`src/sv/sha256_pkg.sv`:
```
// ============================================================================
// SHA-256 hasher package
// Shared types, round constants, initial hash values and the mixing
// functions used by the SHA-256 message hasher.
// ============================================================================
package sha256_pkg;

    // One input word: a message byte and its marks.
    typedef struct packed {
        logic [7:0] data_byte;
        logic       byte_present;
        logic       end_of_message;
    } in_item_t;

    // One output word: a digest word and its position.
    typedef struct packed {
        logic [31:0] digest_word;
        logic [2:0]  word_index;
        logic        last_word;
    } out_item_t;

    // Eight 32-bit hash words, index 0 is the first digest word.
    typedef logic [7:0][31:0] hash_words_t;

    // Commands from the byte sequencer to the compression unit.
    typedef struct packed {
        logic        push;
        logic [31:0] word;
        logic        start;
        logic        init;
    } comp_cmd_t;

    localparam logic [31:0] ROUND_K [64] = '{
        32'h428a2f98, 32'h71374491, 32'hb5c0fbcf, 32'he9b5dba5,
        32'h3956c25b, 32'h59f111f1, 32'h923f82a4, 32'hab1c5ed5,
        32'hd807aa98, 32'h12835b01, 32'h243185be, 32'h550c7dc3,
        32'h72be5d74, 32'h80deb1fe, 32'h9bdc06a7, 32'hc19bf174,
        32'he49b69c1, 32'hefbe4786, 32'h0fc19dc6, 32'h240ca1cc,
        32'h2de92c6f, 32'h4a7484aa, 32'h5cb0a9dc, 32'h76f988da,
        32'h983e5152, 32'ha831c66d, 32'hb00327c8, 32'hbf597fc7,
        32'hc6e00bf3, 32'hd5a79147, 32'h06ca6351, 32'h14292967,
        32'h27b70a85, 32'h2e1b2138, 32'h4d2c6dfc, 32'h53380d13,
        32'h650a7354, 32'h766a0abb, 32'h81c2c92e, 32'h92722c85,
        32'ha2bfe8a1, 32'ha81a664b, 32'hc24b8b70, 32'hc76c51a3,
        32'hd192e819, 32'hd6990624, 32'hf40e3585, 32'h106aa070,
        32'h19a4c116, 32'h1e376c08, 32'h2748774c, 32'h34b0bcb5,
        32'h391c0cb3, 32'h4ed8aa4a, 32'h5b9cca4f, 32'h682e6ff3,
        32'h748f82ee, 32'h78a5636f, 32'h84c87814, 32'h8cc70208,
        32'h90befffa, 32'ha4506ceb, 32'hbef9a3f7, 32'hc67178f2
    };

    localparam logic [31:0] INIT_HASH [8] = '{
        32'h6a09e667, 32'hbb67ae85, 32'h3c6ef372, 32'ha54ff53a,
        32'h510e527f, 32'h9b05688c, 32'h1f83d9ab, 32'h5be0cd19
    };

    // Padding marker byte that follows the last message byte.
    localparam logic [7:0] PAD_MARK = 8'h80;

    // Byte position at which the length field starts.
    localparam logic [5:0] LEN_START = 6'd56;

    function automatic logic [31:0] rotr(input logic [31:0] x, input int unsigned n);
        logic [63:0] d;
        d = {x, x} >> n;
        return d[31:0];
    endfunction

    function automatic logic [31:0] big_sigma0(input logic [31:0] x);
        return rotr(x, 2) ^ rotr(x, 13) ^ rotr(x, 22);
    endfunction

    function automatic logic [31:0] big_sigma1(input logic [31:0] x);
        return rotr(x, 6) ^ rotr(x, 11) ^ rotr(x, 25);
    endfunction

    function automatic logic [31:0] small_sigma0(input logic [31:0] x);
        return rotr(x, 7) ^ rotr(x, 18) ^ (x >> 3);
    endfunction

    function automatic logic [31:0] small_sigma1(input logic [31:0] x);
        return rotr(x, 17) ^ rotr(x, 19) ^ (x >> 10);
    endfunction

endpackage

```
`src/sv/sha256_compress.sv`:
```
// ============================================================================
// SHA-256 compression unit
// Holds the chaining value and a 16-word schedule window. Runs one round
// per cycle through all 64 rounds, then folds the working variables into
// the chaining value.
// ============================================================================
module sha256_compress (
    input  logic                    clk,
    input  logic                    rst_n,
    input  sha256_pkg::comp_cmd_t   cmd,
    output logic                    busy,
    output sha256_pkg::hash_words_t chain
);
    import sha256_pkg::*;

    typedef enum logic [1:0] {
        C_IDLE,
        C_ROUND,
        C_UPDATE
    } cstate_t;

    cstate_t     state_reg, state_next;
    logic [5:0]  round_reg, round_next;
    hash_words_t chain_reg, chain_next;
    hash_words_t wv_reg, wv_next;
    logic [31:0] win_reg [16];
    logic [31:0] win_next [16];

    logic [31:0] t1;
    logic [31:0] t2;
    logic [31:0] ch;
    logic [31:0] maj;
    logic [31:0] sched_new;

    // Round function on the working variables a..h (index 0..7).
    always_comb
    begin
        ch  = (wv_reg[4] & wv_reg[5]) ^ (~wv_reg[4] & wv_reg[6]);
        maj = (wv_reg[0] & wv_reg[1]) ^ (wv_reg[0] & wv_reg[2]) ^ (wv_reg[1] & wv_reg[2]);
        t1  = wv_reg[7] + big_sigma1(wv_reg[4]) + ch + ROUND_K[round_reg] + win_reg[0];
        t2  = big_sigma0(wv_reg[0]) + maj;
        sched_new = small_sigma1(win_reg[14]) + win_reg[9]
                  + small_sigma0(win_reg[1]) + win_reg[0];
    end

    // Sequencer and next values.
    always_comb
    begin
        state_next = state_reg;
        round_next = round_reg;
        chain_next = chain_reg;
        wv_next    = wv_reg;
        win_next   = win_reg;
        case (state_reg)
            C_IDLE:
            begin
                if (cmd.push)
                begin
                    for (int i = 0; i < 15; i++)
                    begin
                        win_next[i] = win_reg[i + 1];
                    end
                    win_next[15] = cmd.word;
                end
                if (cmd.init)
                begin
                    for (int i = 0; i < 8; i++)
                    begin
                        chain_next[i] = INIT_HASH[i];
                    end
                end
                if (cmd.start)
                begin
                    wv_next    = chain_reg;
                    round_next = '0;
                    state_next = C_ROUND;
                end
            end
            C_ROUND:
            begin
                for (int i = 0; i < 15; i++)
                begin
                    win_next[i] = win_reg[i + 1];
                end
                win_next[15] = sched_new;
                wv_next[7] = wv_reg[6];
                wv_next[6] = wv_reg[5];
                wv_next[5] = wv_reg[4];
                wv_next[4] = wv_reg[3] + t1;
                wv_next[3] = wv_reg[2];
                wv_next[2] = wv_reg[1];
                wv_next[1] = wv_reg[0];
                wv_next[0] = t1 + t2;
                round_next = round_reg + 6'd1;
                if (round_reg == 6'd63)
                begin
                    state_next = C_UPDATE;
                end
            end
            C_UPDATE:
            begin
                for (int i = 0; i < 8; i++)
                begin
                    chain_next[i] = chain_reg[i] + wv_reg[i];
                end
                state_next = C_IDLE;
            end
            default:
            begin
                state_next = C_IDLE;
            end
        endcase
    end

    // Control state and chaining value.
    always_ff @(posedge clk or negedge rst_n)
    begin
        if (!rst_n)
        begin
            state_reg <= C_IDLE;
            round_reg <= '0;
            for (int i = 0; i < 8; i++)
            begin
                chain_reg[i] <= INIT_HASH[i];
            end
        end
        else
        begin
            state_reg <= state_next;
            round_reg <= round_next;
            chain_reg <= chain_next;
        end
    end

    // Working variables and schedule window.
    always_ff @(posedge clk)
    begin
        wv_reg  <= wv_next;
        win_reg <= win_next;
    end

    assign busy  = (state_reg != C_IDLE);
    assign chain = chain_reg;

endmodule

```
`src/sv/sha256_message_hasher_core.sv`:
```
// ============================================================================
// SHA-256 message hasher
// Hashes a byte stream with standard SHA-256 and returns eight digest words
// for each message.
// ============================================================================
// Usage:
// The item channel (item_valid, item_stall, item) carries one message byte
// per word, with a present flag and an end-of-message mark. The digest
// channel (digest_valid, digest_stall, digest) returns eight words per
// message, word_index 0 to 7, last_word set on the eighth.
// A plain byte is taken while item_stall is low. The byte that fills a
// 64-byte block starts the compression unit, which runs one round per
// cycle; item_stall then stays high for the 64 rounds, the chaining update
// and the handoff. An end mark inserts padding one byte per cycle (9 to 72
// bytes) between compressions, compresses one or two final blocks and then
// presents the digest words, one per cycle while digest_stall is low. A
// stalled digest word holds. Only one message item is in flight; item_stall
// is high from the end mark until the last digest word is taken.
// Reset loads the initial hash values and clears the byte and bit counts.
// ============================================================================
module sha256_message_hasher_core (
    input  logic                  clk,
    input  logic                  rst_n,
    input  logic                  item_valid,
    output logic                  item_stall,
    input  sha256_pkg::in_item_t  item,
    output logic                  digest_valid,
    input  logic                  digest_stall,
    output sha256_pkg::out_item_t digest
);
    import sha256_pkg::*;

    typedef enum logic [1:0] {
        S_IDLE,
        S_PAD,
        S_WAIT,
        S_OUT
    } state_t;

    state_t      state_reg, state_next;
    logic [5:0]  pos_reg, pos_next;
    logic [23:0] acc_reg, acc_next;
    logic [63:0] bit_count_reg, bit_count_next;
    logic        pad_reg, pad_next;
    logic        first_reg, first_next;
    logic        len_phase_reg, len_phase_next;
    logic [2:0]  idx_reg, idx_next;

    logic        push_en;
    logic [7:0]  push_data;
    comp_cmd_t   cmd;
    logic        comp_busy;
    hash_words_t chain;

    sha256_compress u_compress (
        .clk   (clk),
        .rst_n (rst_n),
        .cmd   (cmd),
        .busy  (comp_busy),
        .chain (chain)
    );

    // Byte sequencer: message bytes, padding bytes and digest output.
    always_comb
    begin
        state_next     = state_reg;
        pos_next       = pos_reg;
        acc_next       = acc_reg;
        bit_count_next = bit_count_reg;
        pad_next       = pad_reg;
        first_next     = first_reg;
        len_phase_next = len_phase_reg;
        idx_next       = idx_reg;
        push_en        = 1'b0;
        push_data      = '0;
        cmd            = '0;
        case (state_reg)
            S_IDLE:
            begin
                if (item_valid)
                begin
                    if (item.byte_present)
                    begin
                        push_en        = 1'b1;
                        push_data      = item.data_byte;
                        bit_count_next = bit_count_reg + 64'd8;
                    end
                    if (item.end_of_message)
                    begin
                        pad_next       = 1'b1;
                        first_next     = 1'b1;
                        len_phase_next = 1'b0;
                        state_next     = S_PAD;
                    end
                end
            end
            S_PAD:
            begin
                push_en = 1'b1;
                if (first_reg)
                begin
                    push_data  = PAD_MARK;
                    first_next = 1'b0;
                end
                else if (!len_phase_reg && (pos_reg != LEN_START))
                begin
                    push_data = '0;
                end
                else
                begin
                    // Length field, most significant byte first.
                    push_data      = bit_count_reg[{~pos_reg[2:0], 3'b000} +: 8];
                    len_phase_next = 1'b1;
                end
            end
            S_WAIT:
            begin
                if (!comp_busy)
                begin
                    if (!pad_reg)
                    begin
                        state_next = S_IDLE;
                    end
                    else if (len_phase_reg)
                    begin
                        idx_next   = '0;
                        state_next = S_OUT;
                    end
                    else
                    begin
                        state_next = S_PAD;
                    end
                end
            end
            S_OUT:
            begin
                if (!digest_stall)
                begin
                    idx_next = idx_reg + 3'd1;
                    if (idx_reg == 3'd7)
                    begin
                        // Back to the initial values for the next message.
                        cmd.init       = 1'b1;
                        pos_next       = '0;
                        bit_count_next = '0;
                        pad_next       = 1'b0;
                        first_next     = 1'b0;
                        len_phase_next = 1'b0;
                        state_next     = S_IDLE;
                    end
                end
            end
            default:
            begin
                state_next = S_IDLE;
            end
        endcase

        // Gather bytes into big-endian words and start a block when full.
        if (push_en)
        begin
            acc_next = {acc_reg[15:0], push_data};
            pos_next = pos_reg + 6'd1;
            if (pos_reg[1:0] == 2'b11)
            begin
                cmd.push = 1'b1;
                cmd.word = {acc_reg, push_data};
            end
            if (pos_reg == 6'd63)
            begin
                cmd.start  = 1'b1;
                state_next = S_WAIT;
            end
        end
    end

    // State and registered outputs.
    always_ff @(posedge clk or negedge rst_n)
    begin
        if (!rst_n)
        begin
            state_reg     <= S_IDLE;
            pos_reg       <= '0;
            bit_count_reg <= '0;
            pad_reg       <= 1'b0;
            first_reg     <= 1'b0;
            len_phase_reg <= 1'b0;
            idx_reg       <= '0;
        end
        else
        begin
            state_reg     <= state_next;
            pos_reg       <= pos_next;
            bit_count_reg <= bit_count_next;
            pad_reg       <= pad_next;
            first_reg     <= first_next;
            len_phase_reg <= len_phase_next;
            idx_reg       <= idx_next;
        end
    end

    // Partial word of gathered bytes.
    always_ff @(posedge clk)
    begin
        acc_reg <= acc_next;
    end

    assign item_stall         = (state_reg != S_IDLE);
    assign digest_valid       = (state_reg == S_OUT);
    assign digest.digest_word = chain[idx_reg];
    assign digest.word_index  = idx_reg;
    assign digest.last_word   = (idx_reg == 3'd7);

endmodule

```
`config.mk`:
```
export PLATFORM = sky130hd
export DESIGN_NAME = sha256_message_hasher_core
export DESIGN_NICKNAME = d
export VERILOG_FILES = /design/src/sv/sha256_pkg.sv /design/src/sv/sha256_compress.sv /design/src/sv/sha256_message_hasher_core.sv
export SDC_FILE = /design/constraint.sdc
export NUM_CORES = 2
export LEC_CHECK = 0
export BUFFER_PORTS_ARGS = -buffer_cell sky130_fd_sc_hd__buf_4
export CORE_MARGIN = 2
export CORE_UTILIZATION = 45
export CTS_CLUSTER_SIZE = 28
export DETAILED_ROUTE_END_ITERATION = 16
export PLACE_DENSITY_LB_ADDON = 0.2
export REMOVE_ABC_BUFFERS = 1
export SETUP_SLACK_MARGIN = 0.02
export SYNTH_ARGS = -nofsm -noshare
export SYNTH_HDL_FRONTEND = slang
export SYNTH_SLANG_ARGS = --single-unit
export TNS_END_PERCENT = 100
```
`constraint.sdc`:
```
create_clock -name clk -period 36 [get_ports clk]
set_clock_uncertainty 0.15 [all_clocks]
set_input_delay 5.4 -clock clk [delete_from_list [all_inputs] [get_ports clk]]
set_output_delay 5.4 -clock clk [all_outputs]
set_load 0.02 [all_outputs]
```
After elaboration in Yosys (flattened, before gate mapping)
Memory sizes are Yosys's and may differ from the RTL's.
Index checks and enable logic that the tools add are counted.
{"block": "op_classes", "n_addsub": 22, "order_cmp": 2, "eq_ne": 25, "n_shift": 1, "muxes": 64, "bitwise": 19, "n_reduce_logical": 23}
{"op": "$pmux W256 S2", "count": 2}
{"op": "$pmux W512 S2", "count": 1}
{"op": "$add A32 B32 Y32", "count": 18}
{"op": "$mux W256", "count": 2}
{"op": "$mux W512", "count": 1}
{"op": "$xor A32 B32 Y32", "count": 9}
{"op": "$mux W64", "count": 4}
{"op": "$and A32 B32 Y32", "count": 5}
{"op": "$pmux W64 S2", "count": 1}
{"op": "$bmux W32 S3", "count": 1}
{"op": "$mux W32", "count": 3}
{"op": "$add A64 B4 Y64 const B", "count": 1}
{"op": "$shiftx A64 B7 Y8", "count": 1}
{"op": "$mux W34", "count": 1}
{"op": "$mux W33", "count": 1}
{"op": "$mux W8", "count": 4}
{"op": "$not A32 Y32", "count": 1}
{"op": "$xor A32 B22 Y32", "count": 1}
{"op": "$xor A32 B29 Y32", "count": 1}
{"op": "$mux W6", "count": 5}
{"op": "$ne A2 B2 Y1 const B", "count": 12}
{"op": "$mux W2", "count": 11}
{"op": "$reduce_and A5 Y1", "count": 4}
{"op": "$pmux W8 S2", "count": 1}
{"op": "other kinds (28)", "count": 65}
{"block": "word_totals", "reg_bits": 1134, "mem_bits_ro": 2048, "input_bits": 14, "output_inout_bits": 38, "word_cells": 199, "n_memories": 1}
{"memory": "(no name shown)", "depth": 64, "width": 32, "read_ports": 1, "rd_clocked_by_memory_dff": 0, "write_ports": 0, "line_no": "sha256_compress.sv:40", "rtl": "t1 = wv_reg[7] + big_sigma1(wv_reg[4]) + ch + ROUND_K[round_reg] + win_reg[0];"}

Logic depth before layout (Yosys ltp)
{"block": "depth", "ltp_word": 9, "ltp_mapped": 42, "ltp_nobuf": 40}

Hierarchy
Synthesis repeated with hierarchy kept, for this count alone.
{"block": "unflattened", "hier_cells": 6834, "hier_area_um2": 71123.2}
{"module": "sha256_compress", "instances": 1, "cells_each": 6170, "area_per_inst_um2": 63706.1, "seq_area_each_um2": 29838.6}
{"module": "sha256_message_hasher_core", "instances": 1, "cells_each": 664, "area_per_inst_um2": 7417.1, "seq_area_each_um2": 2597.5}

Worst setup path after synthesis
No wires, ideal clock.
{"block": "synth_timing", "kind": "input-to-reg", "from": "input port item_valid", "to": "register u_compress.win_reg[0] (netlist name) (enable)", "setup_ps": 1561, "arrival_ps": 30909, "slack_ps": 3380, "cell_stages": 6, "n_path_buf": 1, "cell_sequence": "and3_1 buf_2 a21oi_1 clkinv_1 nand2_1 a21oi_1"}
{"block": "synth_between", "elab_chain_cells": 5}
{"element": "start, declared", "line_no": "sha256_message_hasher_core.sv:24", "rtl": "input logic item_valid,"}
{"element": "$mux W1", "line_no": "sha256_message_hasher_core.sv:80", "rtl": "if (item_valid)"}
{"element": "$pmux W1 S2", "line_no": "sha256_message_hasher_core.sv:77", "rtl": "case (state_reg)"}
{"element": "net push_en", "line_no": "sha256_message_hasher_core.sv:49", "rtl": "logic push_en;"}
{"element": "$mux W34", "line_no": "sha256_message_hasher_core.sv:160", "rtl": "if (push_en)"}
{"element": "$ne A2 B2 Y1 (no source line)"}
{"element": "$reduce_and A2 Y1 (no source line)"}
{"element": "end signal, assigned", "line_no": "sha256_compress.sv:139", "rtl": "win_reg <= win_next;"}
{"element": "end, declared", "line_no": "sha256_compress.sv:26", "rtl": "logic [31:0] win_reg [16];"}
The timed path passes the listed nets, and every way through them passes these cells.
A chain may end at the register's enable or synchronous reset.

==> results.txt <==
----------------------------------------------------
[Synth]
  Async set or reset register ratio after synthesis ... 30.0%
  Synthesized flop and latch total ... 1,131
  Unique masters post-synth ... 96
  Top_reg_cell synth ... sky130_fd_sc_hd__edfxtp_1
  Sequential cell area fraction in the yosys report ... 46.5%
  EDFF count, synth ... 792
  Post-synthesis instance area ... 0.0698 mm²
  Syn Inst Count ... 6,547
  Yosys warning total ... 0
  Mapped Avg Cell Area ... 10.7 µm²

[STA]
  Maximum frequency from static timing analysis ... 88.5 MHz
  Final period demand of the worst path ... 11.30 ns
  Worst relative slew slack ... 17.9%
  Setup TNS ... 0 ns
  Hold slack ... 0.230 ns
  Setup Viol. Count Final ... 0
  Final max-slew violation count ... 0
  Actual slew at the worst max-slew pin ... 1.23 ns
  Hold Fails Final Rpt ... 0
  RSZ-0062 raised after global routing ... false
  Share of the cycle needed by the critical path after routing ... 31.4%

[Route]
  ANT nets after route ... 0
  First DRT Iteration DRCs ... 5,123
  Wire length per cell ... 24.8 µm
  Routed wire length ... 215,000 µm
  TritonRoute pass-1 iters ... 6
  Remaining DRCs ... 0
  Total via count after detailed routing ... 50.7k
  Detail-routed via count per cell ... 5.86

[GRT]
  Maximum number of pins on one net before global-route repair ... 204
  Number of antenna violations at the first check in global routing ... 1
  GRT overflow ... 0
  Number of global-route vias before repair ... 48.5k
  Total global routing track utilization ... 27.0%
  First-pass GRT wire length ... 320,000 µm

[Die]
  Row count ... 144
  Number of ports placed on the die boundary ... 52
  Starting density of the core ... 45.3%
  Core Region ... 0.154 mm²
  Die Span X ... 398 µm
  Die span in y ... 398 µm
  Overall die area ... 0.158 mm²

[Placement]
  Weighted congestion reported at the end of routability-driven placement ... 0.978
  Count of port buffers added during placement ... 51
  Placed wire-length estimate after detailed placement ... 157,000 µm

[Cells and area]
  Post-layout net count ... 7,117
  Largest register FFs ... 512
  Commonest non-fill, non-tap cell in the layout ... sky130_fd_sc_hd__nand2_1
  Count of fill cells added during filler insertion ... 13.9k
  Commonest non-fill, non-tap cells in the layout ... sky130_fd_sc_hd__nand2_1, sky130_fd_sc_hd__edfxtp_1, sky130_fd_sc_hd__a21oi_1, sky130_fd_sc_hd__xnor2_1, sky130_fd_sc_hd__nor2_1
  Growth of design area from synthesis to finish ... 9.70%
  Share of cells above drive strength 1 ... 9.96%

[Run status]
  Outcome ... finished, final reports clean

[Clock tree]
  Largest buffer count on any clock path ... 3
  Post-CTS Hold Fix Bufs ... 0
  H-tree lvl count ... 4
  Clock-pin transition on the worst setup and hold timing paths ... 0.07 ns
  Clock insertion delay at the later pin of the skew report ... 0.80 ns
  CTS sink cnt ... 1,131
  Clock tree from TritonCTS ... done
  Clock buffer count from CTS ... 131
  Root buf cell ... sky130_fd_sc_hd__clkbuf_16
  Number of buffers inserted by post-CTS setup repair ... 0
  PostCTS Resize Cnt ... 0

[Critical path]
  FF-to-FF setup slack ... 24.70 ns
  Depth of the most critical reg-to-reg path ... 37
  Critical path's slowest cell ... sky130_fd_sc_hd__ha_1
  Startpoint type of the worst setup path ... register
  Worst EP required ... 36.34 ns
  Arrival @ worst endpoint ... 11.64 ns
  CP max FO ... 15
  Delay contributed by the slowest stage of the critical path ... 0.99 ns
  Critical Path Sink Type ... register
  Worst r2r dst ... u_compress.wv_reg[30]
  Reg-to-reg startpoint ... u_compress.round_reg[1]
  Crit Path Category ... reg -> reg

[Hold path]
  Critical hold path startpoint ... u_compress.win_reg[363]
  Worst hold path class ... reg -> reg
  Sink of the worst hold path ... u_compress.win_reg[395]
  Cell count of the worst hold path ... 0

[Run]
  Max-Cap Viols ... 0

----------------------------------------------------
==> cells in the mapped netlist (92+ instances only) <==
cell	instances	area, µm²
sky130_fd_sc_hd__a21o_1	158	1190
sky130_fd_sc_hd__a21oi_1	476	2380
sky130_fd_sc_hd__clkbuf_1	261	980
sky130_fd_sc_hd__dfrtp_1	203	5080
sky130_fd_sc_hd__dfstp_2	136	3570
sky130_fd_sc_hd__edfxtp_1	792	23800
sky130_fd_sc_hd__fa_1	195	3900
sky130_fd_sc_hd__ha_1	398	4980
sky130_fd_sc_hd__inv_1	252	946
sky130_fd_sc_hd__nand2_1	1019	3820
sky130_fd_sc_hd__nand3_1	92	460
sky130_fd_sc_hd__nor2_1	408	1530
sky130_fd_sc_hd__o21ai_0	396	1980
sky130_fd_sc_hd__xnor2_1	407	3560
sky130_fd_sc_hd__xor2_1	210	1840
==> area by class of cell <==
cell class              count  area (µm²)  share of cell area (%)
diodes                      1        2.50                 0.00327
clock buffers             163        3470                    4.53
clock inverters            77         803                    1.05
inverters                 256         961                    1.26
multi-input cells        4874       35400                    46.2
flip-flops and latches   1131       32500                    42.4
well taps                2044        2560                    3.34
repair buffers            116         928                    1.21
==> layer usage <==
layer | up-vias | global-route usage (%) | routed length, µm
met2 | 1882 | 39.2 | 91900
met5 | - | 0 | 0
li1 | 23300 | - | -
met3 | 259 | 5.83 | 17300
met4 | 0 | 6.89 | 5220
met1 | 25300 | 40.8 | 100000
==> how the worst max path moves through the flow <==
stage,slack (ns),startpoint,cells past startpoint,endpoint
2_1_floorplan,3.22,item_valid,5,u_compress.win_reg[0]
3_3_place_gp,24.94,u_compress.round_reg[1],38,u_compress.wv_reg[30]
3_5_place_dp,25.04,u_compress.round_reg[1],37,u_compress.wv_reg[30]
4_1_cts,24.96,u_compress.round_reg[1],38,u_compress.wv_reg[30]
5_1_grt,24.04,u_compress.round_reg[1],38,u_compress.wv_reg[30]
6_report,24.70,u_compress.round_reg[1],37,u_compress.wv_reg[30]
==> critical path, delay by kind of cell (launching register included) <==
kind	cells	cell delay, ns
AO/OA/AOI/OAI	20	4.79
adder cells (fa/ha/maj)	7	3.76
AND/OR/NAND/NOR	5	0.99
buffers and inverters	3	0.66
flip-flops	1	0.35
XOR/XNOR	2	0.32
==> logic make-up after synthesis <==
| logic type | Yosys count | share of synthesized area, % |
|---|---|---|
| buf+inv | 542 | 2.92 |
| flops | 1131 | 46.5 |
| mux | 156 | 3.80 |
| compound gates | 1559 | 14.0 |
| xor+xnor | 618 | 7.78 |
| simple gates | 1925 | 11.9 |
| fa+ha+maj | 616 | 13.1 |
==> stage by stage <==
step | util, % | std cells | area (µm²) | setup WS, ns
finish | 49.7 | 8662 | 76600 | 24.70
global route | 49.7 | 8661 | 76600 | 24.04
CTS | 49.7 | 8661 | 76600 | 24.96
detailed placement | 46.9 | 8421 | 72300 | 25.04
global placement | 46.9 | 8421 | 72300 | 24.94
floorplan | - | 6261 | 68700 | 3.22
Power is left out: the tool's default activity adds up to more than one toggle a clock period on the data nets, which glitch-free logic cannot reach.
